==> src/hdl/rtla_pkg.sv <==
// Shared types and opcodes for the record table.
// No dependencies; used by rtla_cell and record_table_alloc_lookup.
package rtla_pkg;

    localparam int TableEntriesDef = 64;
    localparam int OpW             = 3;
    localparam int KeyW            = 32;
    localparam int SectorW         = 16;
    localparam int SalaryW         = 32;
    localparam int IdW             = 32;
    localparam int OutIdxW         = 6;

    localparam logic [OpW-1:0] OP_INSERT      = 3'd0;
    localparam logic [OpW-1:0] OP_DELETE      = 3'd1;
    localparam logic [OpW-1:0] OP_FIND_ID     = 3'd2;
    localparam logic [OpW-1:0] OP_FIND_SECTOR = 3'd3;
    localparam logic [OpW-1:0] OP_DELETE_ALL  = 3'd4;

    // Command word travelling down the row of cells
    typedef struct packed {
        logic               active;
        logic               done;   // a cell has already claimed the command
        logic [OpW-1:0]     op;
        logic [KeyW-1:0]    key;
        logic [SectorW-1:0] sector;
        logic [SalaryW-1:0] salary;
        logic [IdW-1:0]     new_id;
    } t_token;

endpackage

==> src/hdl/rtla_cell.sv <==
// One table entry plus one stage of the command pipeline.
// Depends on rtla_pkg.
module rtla_cell #(
    parameter int IdxW      = 6,
    parameter int CellIndex = 0
) (
    input  logic            i_clk,
    input  logic            i_rst_n,
    input  rtla_pkg::t_token i_tok,
    input  logic [IdxW-1:0] i_idx,
    output rtla_pkg::t_token o_tok,
    output logic [IdxW-1:0] o_idx
);
    import rtla_pkg::*;

    logic               r_valid;
    logic [IdW-1:0]     r_id;
    logic [SectorW-1:0] r_sector;
    logic [SalaryW-1:0] r_salary;
    t_token             r_tok;
    logic [IdxW-1:0]    r_idx;

    logic   n_valid;
    logic   take;   // insert lands here
    logic   claim;  // this cell ends the search
    logic   id_hit;
    logic   sec_hit;

    assign id_hit  = (r_id == i_tok.key);
    assign sec_hit = ({{(KeyW-SectorW){1'b0}}, r_sector} == i_tok.key);

    always_comb begin
        n_valid = r_valid;
        take    = 1'b0;
        claim   = 1'b0;
        if (i_tok.active) begin
            unique case (i_tok.op)
                OP_INSERT: begin
                    if (!i_tok.done && !r_valid) begin
                        take    = 1'b1;
                        claim   = 1'b1;
                        n_valid = 1'b1;
                    end
                end
                OP_DELETE: begin
                    if (!i_tok.done && r_valid && id_hit) begin
                        claim   = 1'b1;
                        n_valid = 1'b0;
                    end
                end
                OP_FIND_ID: begin
                    claim = !i_tok.done && r_valid && id_hit;
                end
                OP_FIND_SECTOR: begin
                    claim = !i_tok.done && r_valid && sec_hit;
                end
                OP_DELETE_ALL: begin
                    // stale ids of empty entries are harmless: clearing again is a no-op
                    if (id_hit) begin
                        n_valid = 1'b0;
                    end
                end
                default: begin
                end
            endcase
        end
    end

    always_ff @(posedge i_clk) begin
        if (!i_rst_n) begin
            r_valid      <= 1'b0;
            r_tok.active <= 1'b0;
        end else begin
            r_valid      <= n_valid;
            r_tok.active <= i_tok.active;
        end
        if (take) begin
            r_id     <= i_tok.new_id;
            r_sector <= i_tok.sector;
            r_salary <= i_tok.salary;
        end
        r_tok.done   <= i_tok.done | claim;
        r_tok.op     <= i_tok.op;
        r_tok.key    <= i_tok.key;
        r_tok.sector <= i_tok.sector;
        r_tok.salary <= i_tok.salary;
        r_tok.new_id <= i_tok.new_id;
        r_idx        <= claim ? IdxW'(CellIndex) : i_idx;
    end

    assign o_tok = r_tok;
    assign o_idx = r_idx;

    // salary is held for the record but never read back
    logic unused_salary;
    assign unused_salary = ^r_salary;

endmodule

==> config.mk <==
export PLATFORM = sky130hd
export DESIGN_NAME = rtla_cell
export DESIGN_NICKNAME = d
export VERILOG_FILES = /design/src/hdl/rtla_pkg.sv /design/src/hdl/rtla_cell.sv
export SDC_FILE = /design/constraint.sdc
export NUM_CORES = 1
export LEC_CHECK = 0
export ABC_AREA = 1
export BUFFER_PORTS_ARGS = -buffer_cell sky130_fd_sc_hd__buf_2
export CAP_MARGIN = 15
export CORE_ASPECT_RATIO = 1.5
export CORE_MARGIN = 3
export CORE_UTILIZATION = 30
export CTS_CLUSTER_SIZE = 28
export DETAILED_ROUTE_END_ITERATION = 7
export HOLD_SLACK_MARGIN = 0.12
export MAX_ROUTING_LAYER = met4
export PLACE_DENSITY = 0.68
export REMOVE_ABC_BUFFERS = 1
export SETUP_SLACK_MARGIN = 0.5
export SLEW_MARGIN = 15
export SYNTH_ARGS = -nofsm -noshare
export SYNTH_HDL_FRONTEND = slang
export SYNTH_SLANG_ARGS = --single-unit
==> constraint.sdc <==
create_clock -name i_clk -period 9.79 [get_ports i_clk]
set_clock_uncertainty 0.1 [all_clocks]
set_input_delay 0 -clock i_clk [delete_from_list [all_inputs] [get_ports i_clk]]
set_output_delay 0 -clock i_clk [all_outputs]
set_load 0.05 [all_outputs]
Yosys cells after proc, flatten, opt, wreduce, memory -nomap -nowiden
Cells that the tools add are included.

operators by class
  equality and inequality tests = 9
  muxes and demuxes = 10
  bitwise logic cells = 1
  reduce and logical (&&, ||, !) cells = 9

operators with widths
  kind                  count
  $eq A16 B32 Y1        1
  $eq A32 B32 Y1        1
  $mux W1               8
  $eq A3 B2 Y1 const B  2
  $ne A2 B2 Y1 const B  3
  $reduce_and A5 Y1     1
  $logic_and A1 B1 Y1   4
  $pmux W1 S4           1
  $eq A3 B1 Y1 const B  1
  $eq A3 B3 Y1 const B  1
  $logic_not A3 Y1      1
  $pmux W1 S3           1
  $reduce_bool A3 Y1    1
  $logic_not A1 Y1      2
  $or A1 B1 Y1          1

word-level totals
  bits in registers = 172
  input port bits = 125
  output and inout bits = 123
  word-level logic and storage cells = 40

Depth between registers and ports, before layout
  depth after elaboration = 7
  depth in mapped cells = 12
  gate-level depth less buffers = 12

Worst setup path before layout
No wires, ideal clock.

  path kind = register to register
  from = register r_valid
  to = register r_id[0], enable pin
  library setup time = 0.454 ns
  data arrival time = 2.524 ns
  required time = 9.236 ns
  slack = 6.712 ns
  cell stages (with the launch flop) = 4
  buffers on the path = 0
  period minus slack after synthesis = 3.078 ns
  path through = dfxtp_1 > inv_1 > nand3_1 > nor2_1

on the way
  word-level cells in the longest chain between the ends = 5

RTL lines
  item                    line             source
  from (decl)             rtla_cell.sv:16  logic r_valid;
  from (signal assigned)  rtla_cell.sv:74  r_valid <= n_valid;
  $logic_not A1 Y1        rtla_cell.sv:39  if (!i_tok.done && !r_valid) begin
  $logic_and A1 B1 Y1     rtla_cell.sv:39
  $mux W1                 rtla_cell.sv:39
  $mux W1                 rtla_cell.sv:37  unique case (i_tok.op)
  $mux W1                 rtla_cell.sv:36  if (i_tok.active) begin
  via take                rtla_cell.sv:24  logic take;
  to (signal assigned)    rtla_cell.sv:78  r_id <= i_tok.new_id;
  to (decl)               rtla_cell.sv:17  logic [IdW-1:0] r_id;

The timed path passes the listed nets, and every way through them passes these cells.
A chain may end at the register's enable or synchronous reset.

Worst setup path in the final report
  from = register r_id[9]
  to = register r_idx[4] (netlist: o_idx[4])

on the way
  word-level cells in the longest chain between the ends = 5

RTL lines
  item                   line                              source
  $eq A32 B32 Y1 *       rtla_cell.sv:29                   assign id_hit = (r_id == i_tok.key);
  $logic_and A1 B1 Y1 *  rtla_cell.sv:46, rtla_cell.sv:52
  $mux W1                rtla_cell.sv:46                   if (!i_tok.done && r_valid && id_hit) begin
  $pmux W1 S4 *          rtla_cell.sv:37
  $mux W1 *              rtla_cell.sv:36
  to (signal assigned)   rtla_cell.sv:88                   r_idx <= claim ? IdxW'(CellIndex) : i_idx;
  to (decl)              rtla_cell.sv:21                   logic [IdxW-1:0] r_idx;

Every way passes the cells marked *; elsewhere a longest branch is shown, timed or not.

==> flow_summary_export.csv <==
group,metric,value,unit
floorplanning,num_io_pins,248,
timing,relSlewSlack,56.2,%
detailed_routing,remaining_drc_errors,0,
clock_network,cts_buffer_depth,2,
global_route,grt_pass1_vias,4328,
power,peakVddDrop,0.117,mV
setup_path,crit-reg2reg-launch,"r_id[9]",
power,power_frac_comb,13.7,%
clock_network,cts-htree-levels,4,
logic_synthesis,avgSynthCellArea,13.3,um^2
power,p_per_area,198,nW/um^2
setup_path,required,9.98,ns
floorplanning,die-area,17900,um^2
detailed_routing,antenna_left,0,
detailed_routing,routed-via-count,4050,
floorplanning,initial_core_util,31.0,%
logic_synthesis,synthTopCellsByArea,"dfxtp_1 (51%), edfxtp_1 (30%), xnor2_1 (6.6%)",
setup_path,rrSetupSlack,7.64,ns
timing,fin_crit_sh,22.0,%
power,intPower,0.00126,W
logic_synthesis,synth_top_family_by_area,"simple AND/OR/NAND/NOR gates",
logic_synthesis,yosys_register_bits,172,
place,dp_slack,7.98,ns
timing,hold_viol,0,
setup_path,cp.arrival,2.34,ns
setup_path,rr_endpoint,"o_idx[4]",
power,clock_power_share,41.2,%
timing,rsz0062_at_grt,"false",
floorplanning,placementRows,56,
global_route,gr-total-overflow,0,
global_route,grt_start_max_net_pins,49,
global_route,grt_pass1_wl,21200,um
setup_path,crit_fanout,7,
logic_synthesis,seq_area_frac_synth,80.4,%
setup_path,crit_chain,"inv_1 -> nand2_1 -> nand2_1 -> nand2_1 -> nor2_1 -> nand2_1 -> nor2_1 -> nand4_1 -> nand3_2 -> a21oi_1 -> dlygate4sd3_1",
power,switching_share,26.1,%
final_layout,postLayoutCellArea,8610,um^2
global_route,grtUsageTotal,16.2,%
final_layout,final_util,54.6,%
hold_path,min_from,"i_tok[59]",
logic_synthesis,synth.largest_area_cell,"dfxtp_1",
detailed_routing,drt-initial-drc-count,167,
logic_synthesis,synth_xor_area_share,6.64,%
detailed_routing,routed_via_density,4.02,
final_layout,stdcell_count,1008,
final_layout,multi_input_area,828,um^2
hold_path,hold_end,"o_tok[59]",
timing,tns,0,ns
place,dpl.hpwl,9030,um
final_layout,fin_nets,917,
setup_path,rr_worst_depth,11,
power,netSwitchingPower,0.000444,W
clock_network,cts.sinks,172,
clock_network,cts_buffers,17,
logic_synthesis,yosysWarnings,0,
power,seqPwrFrac,45.1,%
timing,worst_pin_slew,0.657,ns
detailed_routing,wire_per_inst,14.0,um
setup_path,max_stage_delay,0.56,ns
setup_path,cpMostUsedCell,"nand2_1",
floorplanning,design.core.area,15800,um^2
timing,clock.fmax,0.465,GHz
detailed_routing,wl,14200,um
setup_path,cpMaxStageDelayCell,"dlygate4sd3_1",
logic_synthesis,yosys-mux-area-fraction,0,%
final_layout,drive_above_1_share,35.7,%
place,place_area,6380,um^2
setup_path,start_kind,"flip-flop",
power,leakage,3.94,nW
setup_path,critical_path_class,"flip-flop to flip-flop",
timing,final.setup.worst_slack,7.64,ns
global_route,antenna_found_initial,0,
clock_network,clk_pin_slew,0.07,ns
timing,setup_viol,0,
floorplanning,chipHeight,162,um
logic_synthesis,synth_fa_ha_area_share,0,%
hold_path,hold_path.class,"input port to flip-flop",
detailed_routing,drt_pass1_iterations,6,
final_layout,num-fill-cells,1320,
final_layout,register_area,3920,um^2
final_layout,syn_to_final_growth,76.3,%
logic_synthesis,synth-simple-area-share,9.25,%
setup_path,end_kind,"flip-flop",
timing,finalCriticalPeriod,2.15,ns
job,drv_cap,0,
clock_network,cts_tree,"built",
timing,drv_slew,0,
logic_synthesis,synth_area,4880,um^2
logic_synthesis,synth_top_area_share,50.9,%
logic_synthesis,synth_cells,367,
clock_network,ctsRootBufferMaster,"clkbuf_16",
place,placed_cells_incl_taps,817,
logic_synthesis,synth_cell_types,16,
hold_path,holdPathStages,2,
place,io_buffers,247,
final_layout,antenna_cells,0,
run_status,status,"completed",
floorplanning,fp.dieW,110,um
place,routabilityCongestion,0.771,
clock_network,clk-insertion-delay-late,0.41,ns
logic_synthesis,synth_compound_area_share,0.923,%
cells in the mapped netlist:
| master | number |
|---|---|
| nand2_2 | 1 |
| nor2_2 | 2 |
| inv_1 | 33 |
| nand4_1 | 3 |
| inv_2 | 2 |
| nand3_1 | 4 |
| nand2_1 | 74 |
| dfxtp_1 | 124 |
| nand3_2 | 1 |
| nor3_1 | 1 |
| nor2_1 | 27 |
| buf_2 | 1 |
| edfxtp_1 | 48 |
| o21ai_0 | 1 |
| xnor2_1 | 37 |
| a21oi_1 | 8 |
timing repair:
action / CTS / global route
hold buffers: 158 / 1
resized for setup: 0 / 0
endpoints found under the hold margin: 172 / 1
buffers inserted: 0 / 0
cell families (layout without fill, tap and decap cells):
kind of cell	Yosys count	count (layout)
XOR/XNOR	37	37
AND/OR/NAND/NOR	113	113
buffers and inverters	36	474
AO/OA/AOI/OAI	9	9
flip-flops	172	172
cell usage in the layout, fill, tap and decap left out, types with 8 or more instances in the layout:
master	count
xnor2_1	37
nor2_1	26
inv_1	33
dfxtp_1	124
a21oi_1	8
edfxtp_1	48
dlygate4sd3_1	159
clkbuf_16	19
buf_2	247
nand2_1	74
worst max-delay path by stage:
stage / from / end / depth (start not counted)
global placement: i_tok[113] / r_id[7] / 7
finish: r_id[9] / o_idx[4] / 11
floorplan: r_valid / r_id[0] / 3
global route: r_id[9] / o_idx[2] / 11
detailed placement: i_tok[113] / r_sector[9] / 7
CTS: r_id[9] / o_idx[3] / 11
area by class of cell:
| cell class | count | share of cell area (%) |
|---|---|---|
| flip-flops and latches | 172 | 45.6 |
| repair buffers | 407 | 32.9 |
| multi-input cells | 159 | 9.62 |
| clock buffers | 22 | 6.00 |
| well taps | 203 | 2.95 |
| inverters | 35 | 1.53 |
| clock inverters | 10 | 1.35 |
power groups by stage:
| stage | registers [W] | clock network, W | logic, W |
|---|---|---|---|
| after detailed placement | 0.000783 | 0 | 0.000184 |
| after floorplan | 0.000881 | 0 | 0.0000184 |
| after CTS | 0.000767 | 0.000718 | 0.000233 |
| final | 0.000768 | 0.000701 | 0.000234 |
| after global placement | 0.000782 | 0 | 0.000183 |
| after global routing | 0.000770 | 0.000752 | 0.000247 |
worst max-delay path: cells and delay by family (launching register included):
family                 cells  cell delay (ns)
AOI/OAI and AO/OA          1             0.08
buffers and inverters      2             0.62
DFF                        1             0.39
and+or+nand+nor            8             0.84
per-layer routing:
| layer | vias up | wire length, um | GRT usage, % |
|---|---|---|---|
| met3 | 18 | 931 | 3.94 |
| met4 | 0 | 224 | 4.87 |
| li1 | 2006 | - | - |
| met1 | 1851 | 5340 | 17.4 |
| met2 | 175 | 7670 | 29.2 |
| met5 | - | 0 | - |
flip-flops by register name, indices dropped and copies added (netlist names):
signal    count
r_sector     16
o_tok       117
r_valid       1
o_idx         6
r_id         32
through the flow:
| step | power, W | hold WS (ns) |
|---|---|---|
| 6_report | 0.00170 | 0.136 |
| 5_1_grt | 0.00177 | 0.126 |
| 4_1_cts | 0.00172 | 0.122 |
| 3_5_place_dp | 0.000966 | 0.00357 |
| 3_3_place_gp | 0.000964 | 0.00168 |
| 2_1_floorplan | 0.000899 | -0.0723 |
Power figures use the tool's default switching activity.
